`src/rtl/itp_pkg.sv`:
```
// Shared types, constants and operator tables of the infix to postfix converter.
package itp_pkg;

	// Operator stack geometry
	localparam int STACK_DEPTH = 32;
	localparam int CNT_W       = $clog2(STACK_DEPTH + 1);
	localparam int ADDR_W      = $clog2(STACK_DEPTH);
	localparam int OP_W        = 3;
	localparam int PRI_W       = 3;

	// Characters produced or recognised by the converter
	localparam logic [7:0] CH_HASH = 8'h23;
	localparam logic [7:0] CH_NUL  = 8'h00;
	localparam logic [7:0] CH_ZERO = 8'h30;
	localparam logic [7:0] CH_NINE = 8'h39;

	typedef enum logic [OP_W-1:0] {
		OP_LPAR = 3'd0,
		OP_MUL  = 3'd1,
		OP_DIV  = 3'd2,
		OP_ADD  = 3'd3,
		OP_SUB  = 3'd4,
		OP_RPAR = 3'd5
	} op_t;

	typedef enum logic [1:0] {
		ERR_NONE     = 2'd0,
		ERR_OVERFLOW = 2'd1,
		ERR_BAD_CHAR = 2'd2
	} err_t;

	typedef enum logic [2:0] {
		ST_IDLE,
		ST_DIGIT,
		ST_BAD,
		ST_HASH,
		ST_READ,
		ST_CMP,
		ST_PUSH,
		ST_TERM
	} ctl_state_t;

	// Operator lookup result
	typedef struct packed {
		logic hit;
		op_t  op;
	} op_hit_t;

	// One result item handed from the sequencer to the output register
	typedef struct packed {
		logic       valid;
		logic [7:0] ch;
		logic       last;
		err_t       err;
	} emit_t;

	// Stack memory access request
	typedef struct packed {
		logic              we;
		logic [ADDR_W-1:0] waddr;
		logic [OP_W-1:0]   wdata;
		logic              re;
		logic [ADDR_W-1:0] raddr;
	} ram_req_t;

	function automatic op_hit_t op_lookup(input logic [7:0] c);
		op_hit_t r;
		r.hit = 1'b1;
		r.op  = OP_LPAR;
		case (c)
			8'h28: r.op = OP_LPAR;
			8'h2A: r.op = OP_MUL;
			8'h2F: r.op = OP_DIV;
			8'h2B: r.op = OP_ADD;
			8'h2D: r.op = OP_SUB;
			8'h29: r.op = OP_RPAR;
			default: r.hit = 1'b0;
		endcase
		return r;
	endfunction

	// Stored bits back to an operator (codes above five fold as modulo six)
	function automatic op_t op_from_bits(input logic [OP_W-1:0] b);
		op_t r;
		case (b)
			3'd0: r = OP_LPAR;
			3'd1: r = OP_MUL;
			3'd2: r = OP_DIV;
			3'd3: r = OP_ADD;
			3'd4: r = OP_SUB;
			3'd5: r = OP_RPAR;
			3'd6: r = OP_LPAR;
			default: r = OP_MUL;
		endcase
		return r;
	endfunction

	function automatic logic [7:0] op_char(input op_t op);
		logic [7:0] r;
		case (op)
			OP_LPAR: r = 8'h28;
			OP_MUL:  r = 8'h2A;
			OP_DIV:  r = 8'h2F;
			OP_ADD:  r = 8'h2B;
			OP_SUB:  r = 8'h2D;
			OP_RPAR: r = 8'h29;
			default: r = 8'h28;
		endcase
		return r;
	endfunction

	// Priority of an operator sitting on the stack
	function automatic logic [PRI_W-1:0] op_lpri(input op_t op);
		logic [PRI_W-1:0] r;
		case (op)
			OP_LPAR: r = 3'd1;
			OP_MUL:  r = 3'd5;
			OP_DIV:  r = 3'd5;
			OP_ADD:  r = 3'd3;
			OP_SUB:  r = 3'd3;
			OP_RPAR: r = 3'd6;
			default: r = 3'd1;
		endcase
		return r;
	endfunction

	// Priority of an incoming operator
	function automatic logic [PRI_W-1:0] op_rpri(input op_t op);
		logic [PRI_W-1:0] r;
		case (op)
			OP_LPAR: r = 3'd6;
			OP_MUL:  r = 3'd4;
			OP_DIV:  r = 3'd4;
			OP_ADD:  r = 3'd2;
			OP_SUB:  r = 3'd2;
			OP_RPAR: r = 3'd1;
			default: r = 3'd6;
		endcase
		return r;
	endfunction

endpackage

```
`src/rtl/itp_in_if.sv`:
```
// Input channel: one infix character or end-of-expression marker per item.
interface itp_in_if;
	logic       valid;
	logic       ready;
	logic [7:0] in_char;
	logic       end_expr;

	modport source (output valid, output in_char, output end_expr, input ready);
	modport sink   (input valid, input in_char, input end_expr, output ready);
endinterface

```
`src/rtl/itp_out_if.sv`:
```
// Output channel: one postfix character with its status per item.
interface itp_out_if;
	logic       valid;
	logic       ready;
	logic [7:0] out_char;
	logic       last;
	logic [1:0] error_code;

	modport source (output valid, output out_char, output last, output error_code, input ready);
	modport sink   (input valid, input out_char, input last, input error_code, output ready);
endinterface

```
`src/rtl/itp_ram.sv`:
```
// Generic single-write, single-read RAM with registered read data.
module itp_ram #(
	parameter int WIDTH = 8,
	parameter int DEPTH = 32,
	localparam int AW = (DEPTH > 1) ? $clog2(DEPTH) : 1
) (
	input  logic             clk,
	input  logic             we,
	input  logic [AW-1:0]    waddr,
	input  logic [WIDTH-1:0] wdata,
	input  logic             re,
	input  logic [AW-1:0]    raddr,
	output logic [WIDTH-1:0] rdata
);

	logic [WIDTH-1:0] mem_q [DEPTH];

	// Write port
	always_ff @(posedge clk) begin
		if (we) begin
			mem_q[waddr] <= wdata;
		end
	end

	// Registered read port, hold data between reads
	always_ff @(posedge clk) begin
		if (re) begin
			rdata <= mem_q[raddr];
		end
	end

endmodule

```
`src/rtl/itp_out_stage.sv`:
```
// Output register that decouples the sequencer from a stalling receiver.
module itp_out_stage import itp_pkg::*; (
	input  logic               clk,
	input  logic               arst_n,
	input  emit_t              emit,
	output logic               free,
	itp_out_if.source          out_item
);

	logic       valid_q;
	logic [7:0] ch_q;
	logic       last_q;
	err_t       err_q;

	// Slot may be refilled when empty or being drained this cycle
	assign free = !valid_q || out_item.ready;

	always_ff @(posedge clk or negedge arst_n) begin
		if (!arst_n) begin
			valid_q <= 1'b0;
		end else if (emit.valid) begin
			valid_q <= 1'b1;
		end else if (out_item.ready) begin
			valid_q <= 1'b0;
		end
	end

	// Load payload with each new item
	always_ff @(posedge clk) begin
		if (emit.valid) begin
			ch_q   <= emit.ch;
			last_q <= emit.last;
			err_q  <= emit.err;
		end
	end

	assign out_item.valid      = valid_q;
	assign out_item.out_char   = ch_q;
	assign out_item.last       = last_q;
	assign out_item.error_code = err_q;

endmodule

```
`src/rtl/itp_ctrl.sv`:
```
// Sequencer: classifies characters, walks the operator stack in memory, emits items.
module itp_ctrl import itp_pkg::*; (
	input  logic            clk,
	input  logic            arst_n,
	itp_in_if.sink          in_item,
	output ram_req_t        ram_req,
	input  logic [OP_W-1:0] ram_rdata,
	output emit_t           emit,
	input  logic            out_free
);

	ctl_state_t       state_q, state_d;
	logic [CNT_W-1:0] cnt_q, cnt_d;
	logic             innum_q, innum_d;
	logic [7:0]       ch_q;
	logic             end_q;
	op_t              code_q;

	logic [CNT_W-1:0] cnt_dec;
	op_hit_t          in_op;
	logic             in_digit;
	logic             in_acc;
	op_t              top_op;
	logic [PRI_W-1:0] lp;
	logic [PRI_W-1:0] rp;

	assign cnt_dec  = cnt_q - 1'b1;
	assign in_op    = op_lookup(in_item.in_char);
	assign in_digit = (in_item.in_char >= CH_ZERO) && (in_item.in_char <= CH_NINE);
	assign in_acc   = in_item.valid && in_item.ready;
	assign top_op   = op_from_bits(ram_rdata);
	assign lp       = op_lpri(top_op);
	assign rp       = op_rpri(code_q);

	// State and stack bookkeeping
	always_ff @(posedge clk or negedge arst_n) begin
		if (!arst_n) begin
			state_q <= ST_IDLE;
			cnt_q   <= '0;
			innum_q <= 1'b0;
		end else begin
			state_q <= state_d;
			cnt_q   <= cnt_d;
			innum_q <= innum_d;
		end
	end

	// Capture the accepted item
	always_ff @(posedge clk) begin
		if (in_acc) begin
			ch_q   <= in_item.in_char;
			end_q  <= in_item.end_expr;
			code_q <= in_op.op;
		end
	end

	// Next state, memory access and emitted item
	always_comb begin
		state_d       = state_q;
		cnt_d         = cnt_q;
		innum_d       = innum_q;
		in_item.ready = (state_q == ST_IDLE);
		ram_req.we    = 1'b0;
		ram_req.waddr = cnt_q[ADDR_W-1:0];
		ram_req.wdata = code_q;
		ram_req.re    = 1'b0;
		ram_req.raddr = cnt_dec[ADDR_W-1:0];
		emit.valid    = 1'b0;
		emit.ch       = CH_NUL;
		emit.last     = 1'b0;
		emit.err      = ERR_NONE;

		case (state_q)
			ST_IDLE: begin
				if (in_item.valid) begin
					if (in_item.end_expr) begin
						if (innum_q) begin
							state_d = ST_HASH;
						end else if (cnt_q != '0) begin
							state_d = ST_READ;
						end else begin
							state_d = ST_TERM;
						end
					end else if (in_digit) begin
						state_d = ST_DIGIT;
					end else if (in_op.hit) begin
						if (innum_q) begin
							state_d = ST_HASH;
						end else if (cnt_q != '0) begin
							state_d = ST_READ;
						end else begin
							state_d = ST_PUSH;
						end
					end else begin
						state_d = ST_BAD;
					end
				end
			end
			ST_DIGIT: begin
				if (out_free) begin
					emit.valid = 1'b1;
					emit.ch    = ch_q;
					innum_d    = 1'b1;
					state_d    = ST_IDLE;
				end
			end
			ST_BAD: begin
				if (out_free) begin
					emit.valid = 1'b1;
					emit.err   = ERR_BAD_CHAR;
					state_d    = ST_IDLE;
				end
			end
			ST_HASH: begin
				// Close the number before any operator or the flush
				if (out_free) begin
					emit.valid = 1'b1;
					emit.ch    = CH_HASH;
					innum_d    = 1'b0;
					if (cnt_q != '0) begin
						state_d = ST_READ;
					end else if (end_q) begin
						state_d = ST_TERM;
					end else begin
						state_d = ST_PUSH;
					end
				end
			end
			ST_READ: begin
				// Fetch the stack top; data is ready next cycle
				ram_req.re = 1'b1;
				state_d    = ST_CMP;
			end
			ST_CMP: begin
				if (end_q) begin
					// Flush: pop and emit every entry
					if (out_free) begin
						emit.valid = 1'b1;
						emit.ch    = op_char(top_op);
						cnt_d      = cnt_dec;
						state_d    = (cnt_dec != '0) ? ST_READ : ST_TERM;
					end
				end else if (lp > rp) begin
					if (out_free) begin
						emit.valid = 1'b1;
						emit.ch    = op_char(top_op);
						cnt_d      = cnt_dec;
						state_d    = (cnt_dec != '0) ? ST_READ : ST_PUSH;
					end
				end else if (lp == rp) begin
					// Matched pair: drop both
					cnt_d   = cnt_dec;
					state_d = ST_IDLE;
				end else begin
					state_d = ST_PUSH;
				end
			end
			ST_PUSH: begin
				if (cnt_q >= CNT_W'(STACK_DEPTH)) begin
					if (out_free) begin
						emit.valid = 1'b1;
						emit.err   = ERR_OVERFLOW;
						state_d    = ST_IDLE;
					end
				end else begin
					ram_req.we = 1'b1;
					cnt_d      = cnt_q + 1'b1;
					state_d    = ST_IDLE;
				end
			end
			ST_TERM: begin
				if (out_free) begin
					emit.valid = 1'b1;
					emit.last  = 1'b1;
					cnt_d      = '0;
					innum_d    = 1'b0;
					state_d    = ST_IDLE;
				end
			end
			default: begin
				state_d = ST_IDLE;
			end
		endcase
	end

endmodule

```
`src/rtl/infix_to_postfix_converter_core.sv`:
```
// Infix to postfix converter: top level joining sequencer, stack memory and output register.
//
// in_item carries one ASCII character of an infix expression per item, or
// an end marker (end_expr = 1) that flushes the operator stack. out_item
// returns the postfix characters: digits, '#' after each number, operators,
// unmatched parentheses, and a NUL item with last = 1 closing the expression.
// An unknown character gives one NUL item with error_code 2; an operator that
// finds the stack full gives one NUL item with error_code 1 and is dropped.
// Sequence: every input item is accepted in the idle state. A digit or bad
// character passes through its own state into the output register. After
// acceptance an operator emits a closing '#' if a number is open, then for
// each stack entry it inspects reads the memory and then compares and pops,
// and finally pushes unless it closed a matched pair. The flush likewise
// emits the '#', reads and pops each stacked entry and then emits the
// terminator. The registered read of the stack memory makes the read a step
// of its own; one item is worked at a time.
// Reset clears the stack count and number flag; memory contents need none.
// When the receiver stalls, a finished item waits in the output register and
// the sequencer holds at its next emit until the register frees.
module infix_to_postfix_converter_core import itp_pkg::*; (
	input  logic      clk,
	input  logic      arst_n,
	itp_in_if.sink    in_item,
	itp_out_if.source out_item
);

	ram_req_t        ram_req;
	logic [OP_W-1:0] ram_rdata;
	emit_t           emit;
	logic            out_free;

	itp_ctrl u_ctrl (
		.clk       (clk),
		.arst_n    (arst_n),
		.in_item   (in_item),
		.ram_req   (ram_req),
		.ram_rdata (ram_rdata),
		.emit      (emit),
		.out_free  (out_free)
	);

	itp_ram #(
		.WIDTH (OP_W),
		.DEPTH (STACK_DEPTH)
	) u_stack (
		.clk   (clk),
		.we    (ram_req.we),
		.waddr (ram_req.waddr),
		.wdata (ram_req.wdata),
		.re    (ram_req.re),
		.raddr (ram_req.raddr),
		.rdata (ram_rdata)
	);

	itp_out_stage u_out (
		.clk      (clk),
		.arst_n   (arst_n),
		.emit     (emit),
		.free     (out_free),
		.out_item (out_item)
	);

endmodule

```
`src/flat_wrapper.sv`:
```
// flat-port wrapper written by rule: the top's interface ports become plain ports
module infix_to_postfix_converter_core_flat import itp_pkg::*;
  (clk, arst_n, in_item_valid, in_item_in_char, in_item_end_expr, in_item_ready, out_item_valid, out_item_out_char, out_item_last, out_item_error_code, out_item_ready);
  itp_in_if in_item_i ();
  itp_out_if out_item_i ();
  input  logic clk;
  input  logic arst_n;
  input wire logic [$bits(in_item_i.valid)-1:0] in_item_valid;
  input wire logic [$bits(in_item_i.in_char)-1:0] in_item_in_char;
  input wire logic [$bits(in_item_i.end_expr)-1:0] in_item_end_expr;
  output wire logic [$bits(in_item_i.ready)-1:0] in_item_ready;
  output wire logic [$bits(out_item_i.valid)-1:0] out_item_valid;
  output wire logic [$bits(out_item_i.out_char)-1:0] out_item_out_char;
  output wire logic [$bits(out_item_i.last)-1:0] out_item_last;
  output wire logic [$bits(out_item_i.error_code)-1:0] out_item_error_code;
  input wire logic [$bits(out_item_i.ready)-1:0] out_item_ready;
  assign in_item_i.valid = in_item_valid;
  assign in_item_i.in_char = in_item_in_char;
  assign in_item_i.end_expr = in_item_end_expr;
  assign in_item_ready = in_item_i.ready;
  assign out_item_valid = out_item_i.valid;
  assign out_item_out_char = out_item_i.out_char;
  assign out_item_last = out_item_i.last;
  assign out_item_error_code = out_item_i.error_code;
  assign out_item_i.ready = out_item_ready;
  infix_to_postfix_converter_core u_core (.clk(clk), .arst_n(arst_n), .in_item(in_item_i), .out_item(out_item_i));
endmodule
```
`config.mk`:
```
export PLATFORM = sky130hd
export DESIGN_NAME = infix_to_postfix_converter_core_flat
export DESIGN_NICKNAME = d
export VERILOG_FILES = /design/src/rtl/itp_pkg.sv /design/src/rtl/itp_in_if.sv /design/src/rtl/itp_out_if.sv /design/src/rtl/itp_ram.sv /design/src/rtl/itp_out_stage.sv /design/src/rtl/itp_ctrl.sv /design/src/rtl/infix_to_postfix_converter_core.sv /design/src/flat_wrapper.sv
export SDC_FILE = /design/constraint.sdc
export NUM_CORES = 1
export LEC_CHECK = 0
export ABC_AREA = 1
export BUFFER_PORTS_ARGS = -buffer_cell sky130_fd_sc_hd__buf_2
export CORE_UTILIZATION = 60
export CTS_CLUSTER_DIAMETER = 30
export DETAILED_ROUTE_END_ITERATION = 8
export PLACE_DENSITY = 0.82
export SYNTH_ARGS = -nofsm -noshare
export SYNTH_HDL_FRONTEND = slang
export SYNTH_SLANG_ARGS = --single-unit
```
`constraint.sdc`:
```
create_clock -name clk -period 3 [get_ports clk]
set_input_delay 0 -clock clk [delete_from_list [all_inputs] [get_ports clk]]
set_output_delay 0 -clock clk [all_outputs]
set_load 0.1 [all_outputs]
```
# Word-level counts from Yosys, hierarchy flattened

Memories as Yosys holds them, arrays and structs flattened. A register that Yosys moved wholly into a read port is not among the register bits.
Cells that the tools add are included.

Register bits: 34
Latch bits: 0
RAM bits: 96
Memory bits (read-only): 0
Input port bits: 13
Output and inout bits: 13
Logic and storage cells: 135
Memories kept: 1

Memories:

| memory               | words | bits a word | read ports | clocked after memory_dff | wr ports | line          | text |
|---|---|---|---|---|---|---|---|
| u_core.u_stack.mem_q | 32    | 3           | 1          | 1                        | 1        | itp_ram.sv:16 | `logic [WIDTH-1:0] mem_q [DEPTH];` |

$add $sub $neg: 2
$mul: 0
Divide/modulo/power cells: 0
Magnitude comparators: 4
Equality and inequality tests: 38
Shifts and indexed selects: 0
Muxes and demuxes: 57
Bitwise logic cells: 0
Reductions and logical operators: 23

Operators with widths:

| cell                                                  | number |
|---|---|
| == test 8 x 6 -> 1 bit, second input constant         | 6 |
| two-way mux 3 bit                                     | 15 |
| two-way mux 9 bit                                     | 5 |
| one-hot mux 3 bit (5 select lines)                    | 3 |
| two-way mux 6 bit                                     | 6 |
| == test 3 bit, second input constant                  | 11 |
| == test 3 x 2 -> 1 bit, second input constant         | 8 |
| one-hot mux 8 bit (3 select lines)                    | 1 |
| one-hot mux 3 bit (3 select lines)                    | 2 |
| one-hot mux 3 bit (6 select lines)                    | 1 |
| one-hot mux 6 bit (3 select lines)                    | 1 |
| two-way mux 1 bit                                     | 15 |
| OR reduction 2 bit                                    | 7 |
| nonzero test 6 bit                                    | 2 |
| two-way mux 2 bit                                     | 5 |
| == test 3 x 1 -> 1 bit, second input constant         | 3 |
| >= comparator 8 x 6 -> 1 bit, second input constant   | 1 |
| <= comparator 8 x 6 -> 1 bit, second input constant   | 1 |
| inequality test 2 x 1 -> 1 bit, second input constant | 4 |
| AND reduction 4 bit                                   | 2 |
| adder 6 x 1 -> 6 bit, second input constant           | 1 |
| >= comparator 6 bit, second input constant            | 1 |
| zero test 3 bit                                       | 2 |
| inequality test 3 x 2 -> 1 bit, second input constant | 2 |
| 16 further kinds                                      | 19 |

# Longest topological paths before layout

Gate-level depths: netlist of run 1.

Word-level depth: 11
Gate-level depth with buffers: 16

# Modules after synthesis

A second synthesis of run 1 with hierarchy kept.

Cells, all modules: 666
Area, all modules: 6,401.1 um2

Modules (own cells, without submodules):

| module        | times used | cells each | area an instance (um2) | sequential area each (um2) |
|---|---|---|---|---|
| itp_ram       | 1          | 377        | 4,157.7                | 2,972.9 |
| itp_ctrl      | 1          | 273        | 1,868.0                | 610.6 |
| itp_out_stage | 1          | 16         | 375.4                  | 355.3 |

# Worst setup path before layout of run 1

No wires, ideal clock.

Path type: register to register
From: register u_core.u_ctrl.code_q[0]
To: register u_core.u_out.err_q[0] (netlist: u_core.u_out.out_item.error_code[0]), enable pin
Data arrival time: 2,191 ps
Data required time: 2,655 ps
Setup slack: 464 ps
Cell stages (with the launch flop): 11
Buffers on the path: 0
Clock period less this slack: 2,536 ps
Path through: edfxtp_1 > inv_1 > or2_2 > nor2_1 > ha_1 > nand3_1 > o21a_1 > nand2_2 > nor2_4 > inv_2 > nand2_1

RTL lines:

| what                   | line                | text |
|---|---|---|
| start, declared        | itp_ctrl.sv:17      | `op_t code_q;` |
| start signal, assigned | itp_ctrl.sv:53      | `code_q <= in_op.op;` |
| end signal, assigned   | itp_out_stage.sv:33 | `err_q <= emit.err;` |
| end, declared          | itp_out_stage.sv:13 | `err_t err_q;` |

==> flow_metrics.tcl, run 1 <==
set metrics [dict create \
    status "complete, no violations" \
    path_cells "inv_1 > ha_1 > inv_1 > nand3_1 > nand3_1 > ha_1 > nand3_1 > o21a_1 > nand2_2 > nor2_4 > inv_2 > nand2_1" \
    fin_area_sq_um 7170 \
    rsz0062_at_grt "false" \
    min_to "u_core.u_ctrl.code_q[1]$_DFFE_PP_" \
    cts_setup_buffers 0 \
    dp_hpwl_microns 9410 \
    cts.sinks 133 \
    routedWlPerCell_microns 17.5 \
    fin_cells 797 \
    fin_tns_setup_ns 0 \
    place.gp.congestion 0.905 \
    fin_crit_ns 2.56 \
    antenna-diode-count 0 \
    die-area_sq_um 10900 \
    synth-seq-cells 133 \
    dr.pass1.iters 5 \
    critPathTopFamily "simple AND/OR/NAND/NOR gates" \
    initial_core_util_pct 62.9 \
    hp-class "primary input to flop" \
    critPathMaxStageDelay_ns 0.43 \
    die_h_microns 104 \
    viasPerCell 5.79 \
    critPathLaunchType "flop" \
    yosysSeqAreaShare_pct 62.9 \
    ir_worst_vdd_mv 1.13 \
    nNetsFinal 674 \
    grt_pass1_wl_microns 22000 \
    slew_headroom_pct 42.9 \
    netlist_instances 608 \
    avgSynthCellArea_sq_um 10.3 \
    clock_skew_ns 0.00755 \
    ioPinCount 26 \
    dpl_cell_area_sq_um 6490 \
    areaGrowthSynthToFinish_pct 14.5 \
    syn_area_sq_um 6260 \
    cp.arrival_ns 2.74 \
    fmax_ghz 0.390 \
    drt_iter0_markers 335 \
    clock_latency_ns 0.53 \
    synth_fp_nets 631 \
    slowest_stage "edfxtp_1" \
    rows 36 \
    crit_path_end_kind "flop" \
    r2r_start "u_core.u_stack.rdata[1]$_DFFE_PP_" \
    holdCritStartpoint "in_item_valid" \
    cts_tree "built" \
    power_density_nw_per_um2 1140 \
    yosysWarnings 0 \
    coreArea_sq_um 9950 \
    clockBufferDepth 2 \
    synth_top_area_share_pct 58.5 \
    die_x_microns 104 \
    critPathKind "flop to flop" \
    ff2ff_path_depth 12 \
    clkTransAtPathRegs_ns 0.06 \
    dr_total_vias 4618 \
    ys_types 35 \
    grt_pass1_vias 4411 \
    critPathBufInv 3 \
    numCtsBuffers 17 \
    setup_viol 0 \
    crit_top_cell "nand3_1" \
    maxCapViolations 0 \
    path_depth 12 \
    post-route-period-util_pct 85.4 \
    grt_remaining_overflow 0 \
    power.leakage_uw 0.00271 \
    crit_path_max_fanout 11 \
    tightestPinTransition_ns 0.855 \
    port-buffer-count 25 \
    r2r_end "u_core.u_out.out_item.error_code[0]$_DFFE_PP_" \
    antenna_left 0 \
    min_delay_path_depth 4 \
    antenna_found_initial 0 \
    dp.cells 753 \
    grt_max_degree 57 \
    hold_viol 0 \
    drc 0 \
    slew_viol_final 0 \
    synth_top_area_cell "edfxtp_1" \
    cts_resized 0 \
    drive_gt1_share_pct 13.3 \
    grt_usage_pct 27.2 \
    netlist_top_cells_area "edfxtp_1 58%, nor2_1 7.7%, nand2_1 4.8%, o21ai_0 4.7%, dfrtp_1 4.4%" \
    rrSetupSlack_ns 0.44 \
    worst_ep_required_time_ns 3.18 \
    cts-root-buf "clkbuf_8" \
    htree_levels 4 \
    drt-total-wl_microns 14000 \
]
## stage by stage
step	worst slack, ns	hold slack, ns	power, uW	utilization [%]
2_1_floorplan	0.464	-0.296	5450	-
3_3_place_gp	0.538	-0.101	6120	65.2
3_5_place_dp	0.461	-0.0980	6220	65.2
4_1_cts	0.452	0.00810	8170	72.0
5_1_grt	0.202	0.0422	8660	72.0
6_report	0.437	0.0342	8190	72.0
## sequential cells by signal (all words and copies together), names as in the netlist, 2 cells and up
name                              cells
u_core.u_ctrl.cnt_q                   6
u_core.u_stack.mem_q                 96
u_core.u_ctrl.ch_q                    8
u_core.u_out.out_item.out_char        8
u_core.u_ctrl.code_q                  3
u_core.u_ctrl.state_q                 3
u_core.u_out.out_item.error_code      2
u_core.u_stack.rdata                  3
## cells in the final DEF (no fill, tap or decap), types with 5 or more instances in the layout
master         instances
nor2_1               128
edfxtp_1             122
nand2_1               80
o21ai_0               59
inv_1                 52
nand3_1               30
o211ai_1              25
buf_2                 25
clkbuf_16             16
dlygate4sd3_1         12
o22ai_1               11
dfrtp_1               11
a21oi_1               10
ha_1                  10
buf_4                  9
nand2_2                6
inv_2                  6
o21ai_1                6
nor3_1                 5
## what timing repair did
| item | CTS | global route |
|---|---|---|
| endpoints found under the setup margin | 0 | 0 |
| endpoints found under the hold margin | 24 | 0 |
| hold buffers | 12 | 0 |
## per-layer routing
layer	track usage, %	up-vias	share of wire, %
met1	32.4	2182	40
met3	7.21	44	6.7
met4	14.5	0	3.6
met2	45.3	197	50
met5	0	-	0
li1	-	2195	-
## cell usage after synthesis
cell      instances
nand3_1          30
buf_6             3
dfrtp_1          11
nand3b_1          2
ha_1             10
nand2_1          80
a211oi_1          1
a31oi_1           2
o21ai_1           6
nand3_4           1
o211ai_1         25
a22o_1            1
nor3_4            1
a21oi_1          10
inv_4             1
o21ai_0          59
nand2_2           6
o31ai_1           1
nand2_8           1
o21ai_2           3
nor2_1          128
o22ai_1          11
nor4_2            1
nor2_2            2
nand4_1           3
inv_1            52
clkbuf_1          5
buf_4             2
o21a_1            1
buf_2            12
inv_2             6
or2_2             1
nor3_1            5
nor2_4            3
edfxtp_1        122
## worst reg2reg max path: stages, from the launching register on
cell,delay [ns]
edfxtp_1,0.43
inv_1,0.09
ha_1,0.17
inv_1,0.07
nand3_1,0.11
nand3_1,0.09
ha_1,0.33
nand3_1,0.17
o21a_1,0.18
nand2_2,0.08
nor2_4,0.11
inv_2,0.07
nand2_1,0.31
## cells by family (layout without fill, tap and decap cells)
family	after synthesis	count (layout)	share of synthesized area, %
AOI/OAI and AO/OA	120	120	11.2
adders and majority gates	10	10	2.00
buffers and inverters	81	137	5.61
DFF	133	133	62.9
and+or+nand+nor	264	264	18.3
## how the worst max path moves through the flow
stage | start | to | slack [ns]
floorplan | u_core.u_ctrl.code_q[0]$_DFFE_PP_ | u_core.u_out.out_item.error_code[0]$_DFFE_PP_ | 0.46
global placement | u_core.u_stack.rdata[1]$_DFFE_PP_ | u_core.u_out.out_item.out_char[4]$_DFFE_PP_ | 0.54
detailed placement | u_core.u_stack.rdata[1]$_DFFE_PP_ | u_core.u_out.out_item.out_char[3]$_DFFE_PP_ | 0.46
CTS | u_core.u_stack.rdata[1]$_DFFE_PP_ | u_core.u_out.out_item.error_code[0]$_DFFE_PP_ | 0.45
global route | u_core.u_stack.rdata[2]$_DFFE_PP_ | u_core.u_out.out_item.error_code[0]$_DFFE_PP_ | 0.20
finish | u_core.u_stack.rdata[1]$_DFFE_PP_ | u_core.u_out.out_item.error_code[0]$_DFFE_PP_ | 0.44
## report_power, final
group          internal, uW  leakage, uW  total (uW)  switching, uW
Clock                  1180     0.000263        1920            742
Sequential             2380      0.00125        2550            169
Combinational           972      0.00120        3720           2750
Total                  4530      0.00271        8190           3660
## area by class of cell
class                   instances  area, sq um
well taps                     133          166
multi-input cells             394         1970
clock buffers                  20          425
flip-flops and latches        133         3940
repair buffers                 46          313
inverters                      59          224
clock inverters                12          131
fillers                       713         2780
Note: power is estimated with default switching activity, not from simulation.
==> run 2: changes to the inputs <==
--- a/config.mk
+++ b/config.mk
@@ -10,6 +10,7 @@
 export CORE_UTILIZATION = 60
 export CTS_CLUSTER_DIAMETER = 30
 export DETAILED_ROUTE_END_ITERATION = 8
+export HOLD_SLACK_MARGIN = 0.1
 export PLACE_DENSITY = 0.82
 export SYNTH_ARGS = -nofsm -noshare
 export SYNTH_HDL_FRONTEND = slang
==> run 2 against run 1 <==
Effect of this change: sequential cell count is the same; register-to-register slack is essentially flat; clock power is essentially flat; largest power group unchanged; non-clock buffer count grew 1; sequential power is essentially flat; first-iteration DRC count grew 6.0%; count of clock-buffer cells in the layout is the same; total power is essentially flat; combinational power is essentially flat; wire length shrank 0.47%.
==> flow_metrics.tcl, run 2 (synthesized netlist as in run 1, its figures left out) <==
set metrics [dict create \
    status "complete, no violations" \
    cp.arrival_ns 2.75 \
    cts_tree "built" \
    initial_core_util_pct 62.9 \
    regMostFlops "u_core.u_stack.mem_q" \
    crit_path_max_fanout 11 \
    grt_max_degree 57 \
    antenna-diode-count 0 \
    htree_levels 4 \
    rsz0062_at_grt "false" \
    areaGrowthSynthToFinish_pct 14.7 \
    clock_skew_ns 0.00667 \
    fmax_ghz 0.389 \
    ioPinCount 26 \
    slew_viol_final 0 \
    grt_remaining_overflow 0 \
    crit_top_cell "nand3_1" \
    layout_setup_ws_ns 0.429 \
    routedWlPerCell_microns 17.4 \
    numCtsBuffers 17 \
    dr_total_vias 4595 \
    startpoint "u_core.u_stack.rdata[1]$_DFFE_PP_" \
    dr.pass1.iters 5 \
    clock_latency_ns 0.53 \
    cts_setup_buffers 0 \
    power_density_nw_per_um2 1140 \
    largest_reg_flops 96 \
    path_cells "inv_1 > ha_1 > inv_1 > nand3_1 > nand3_1 > ha_1 > nand3_1 > o21a_1 > nand2_2 > nor2_4 > inv_2 > nand2_1" \
    die_x_microns 104 \
    ir_worst_vdd_mv 1.13 \
    drive_gt1_share_pct 13.2 \
    nFillCells 712 \
    coreArea_sq_um 9950 \
    dp_slack_ns 0.461 \
    final_cell_mix "128 x nor2_1, 122 x edfxtp_1, 80 x nand2_1, 59 x o21ai_0, 52 x inv_1" \
    fin_crit_ns 2.57 \
    critPathKind "flop to flop" \
    holdCritStartpoint "in_item_end_expr" \
    post-route-period-util_pct 85.7 \
    tightestPinTransition_ns 0.853 \
    rows 36 \
    clockBufferDepth 2 \
    cts.sinks 133 \
    antenna_found_initial 0 \
    crit_path_end_kind "flop" \
    setup_viol 0 \
    grt_pass1_vias 4417 \
    critPathMaxStageDelay_ns 0.43 \
    nNetsFinal 675 \
    seq_area_sq_um 3940 \
    hp-class "primary input to flop" \
    final_common_cell "nor2_1" \
    cts-root-buf "clkbuf_8" \
    hold_viol 0 \
    critPathLaunchType "flop" \
    die-area_sq_um 10900 \
    drt_iter0_markers 355 \
    maxCapViolations 0 \
    die_h_microns 104 \
    r2r_start "u_core.u_stack.rdata[1]$_DFFE_PP_" \
    dp_hpwl_microns 9410 \
    slew_headroom_pct 43.0 \
    port-buffer-count 25 \
    multi_input_area_sq_um 1970 \
    grt_pass1_wl_microns 22000 \
    place.gp.congestion 0.905 \
    worst_ep_required_time_ns 3.18 \
    drt-total-wl_microns 13900 \
    power.leakage_uw 0.00271 \
    fin_tns_setup_ns 0 \
    drc 0 \
    clkTransAtPathRegs_ns 0.06 \
    grt_usage_pct 27.2 \
    antenna_left 0 \
    slowest_stage "edfxtp_1" \
    viasPerCell 5.76 \
]
-- run 2: path summary, 6_finish.rpt --
check	slack, ns	endpoint	cells after the start
hold / removal	0.21	u_core.u_ctrl.end_q$_DFFE_PP_	2
max in group asynchronous	2.05	u_core.u_out.out_item.valid$_DFFE_PN0P_	3
setup reg to reg	0.43	u_core.u_out.out_item.last$_SDFFCE_PN0P_	12
hold reg to reg	0.54	u_core.u_out.out_item.out_char[7]$_DFFE_PP_	2
setup / recovery	0.43	u_core.u_out.out_item.last$_SDFFCE_PN0P_	12
min in group asynchronous	0.56	u_core.u_ctrl.cnt_q[4]$_DFFE_PN0P_	3
-- run 2: metal layers --
| layer | up-vias | share of wire, % | global-route usage [%] |
|---|---|---|---|
| li1 | 2197 | - | - |
| met1 | 2164 | 40 | 32.4 |
| met2 | 188 | 50 | 45.4 |
| met3 | 46 | 6.6 | 7.21 |
| met4 | 0 | 3.6 | 14.5 |
| met5 | - | 0 | 0 |
-- run 2: layout make-up --
type / count / share of cell area [%]
Tap cell: 133 / 2.32
Clock buffer: 20 / 5.92
Inverter: 59 / 3.12
Multi-Input combinational cell: 394 / 27.5
Timing Repair Buffer: 47 / 4.49
Clock inverter: 12 / 1.83
Sequential cell: 133 / 54.8
-- run 2: stage by stage --
| step | hold slack, ns | cells | total power, uW | utilization, % | cell area (sq um) |
|---|---|---|---|---|---|
| after global routing | 0.198 | 798 | 8660 | 72.1 | 7180 |
| after floorplan | -0.296 | 608 | 5450 | - | 6260 |
| after global placement | -0.101 | 753 | 6120 | 65.2 | 6490 |
| after detailed placement | -0.0980 | 753 | 6220 | 65.2 | 6490 |
| after CTS | 0.184 | 798 | 8170 | 72.1 | 7180 |
| final | 0.206 | 798 | 8190 | 72.1 | 7180 |
-- run 2: worst max-delay path: cells and delay by family, from the launching register on --
kind,cells,cell delay [ns]
compound gates,1,0.18
fa+ha+maj,2,0.50
buf+inv,3,0.23
flops,1,0.43
simple gates,6,0.88
-- run 2: what timing repair did --
action                                 4_1_cts  5_1_grt
hold buffers                                13        0
endpoints found under the hold margin       42        0
resized for setup                            0        0
-- run 2: where the power goes --
| group | leakage (uW) | switching (uW) | internal, uW |
|---|---|---|---|
| Clock | 0.000263 | 742 | 1180 |
| Combinational | 0.00120 | 2740 | 973 |
| Sequential | 0.00125 | 169 | 2380 |
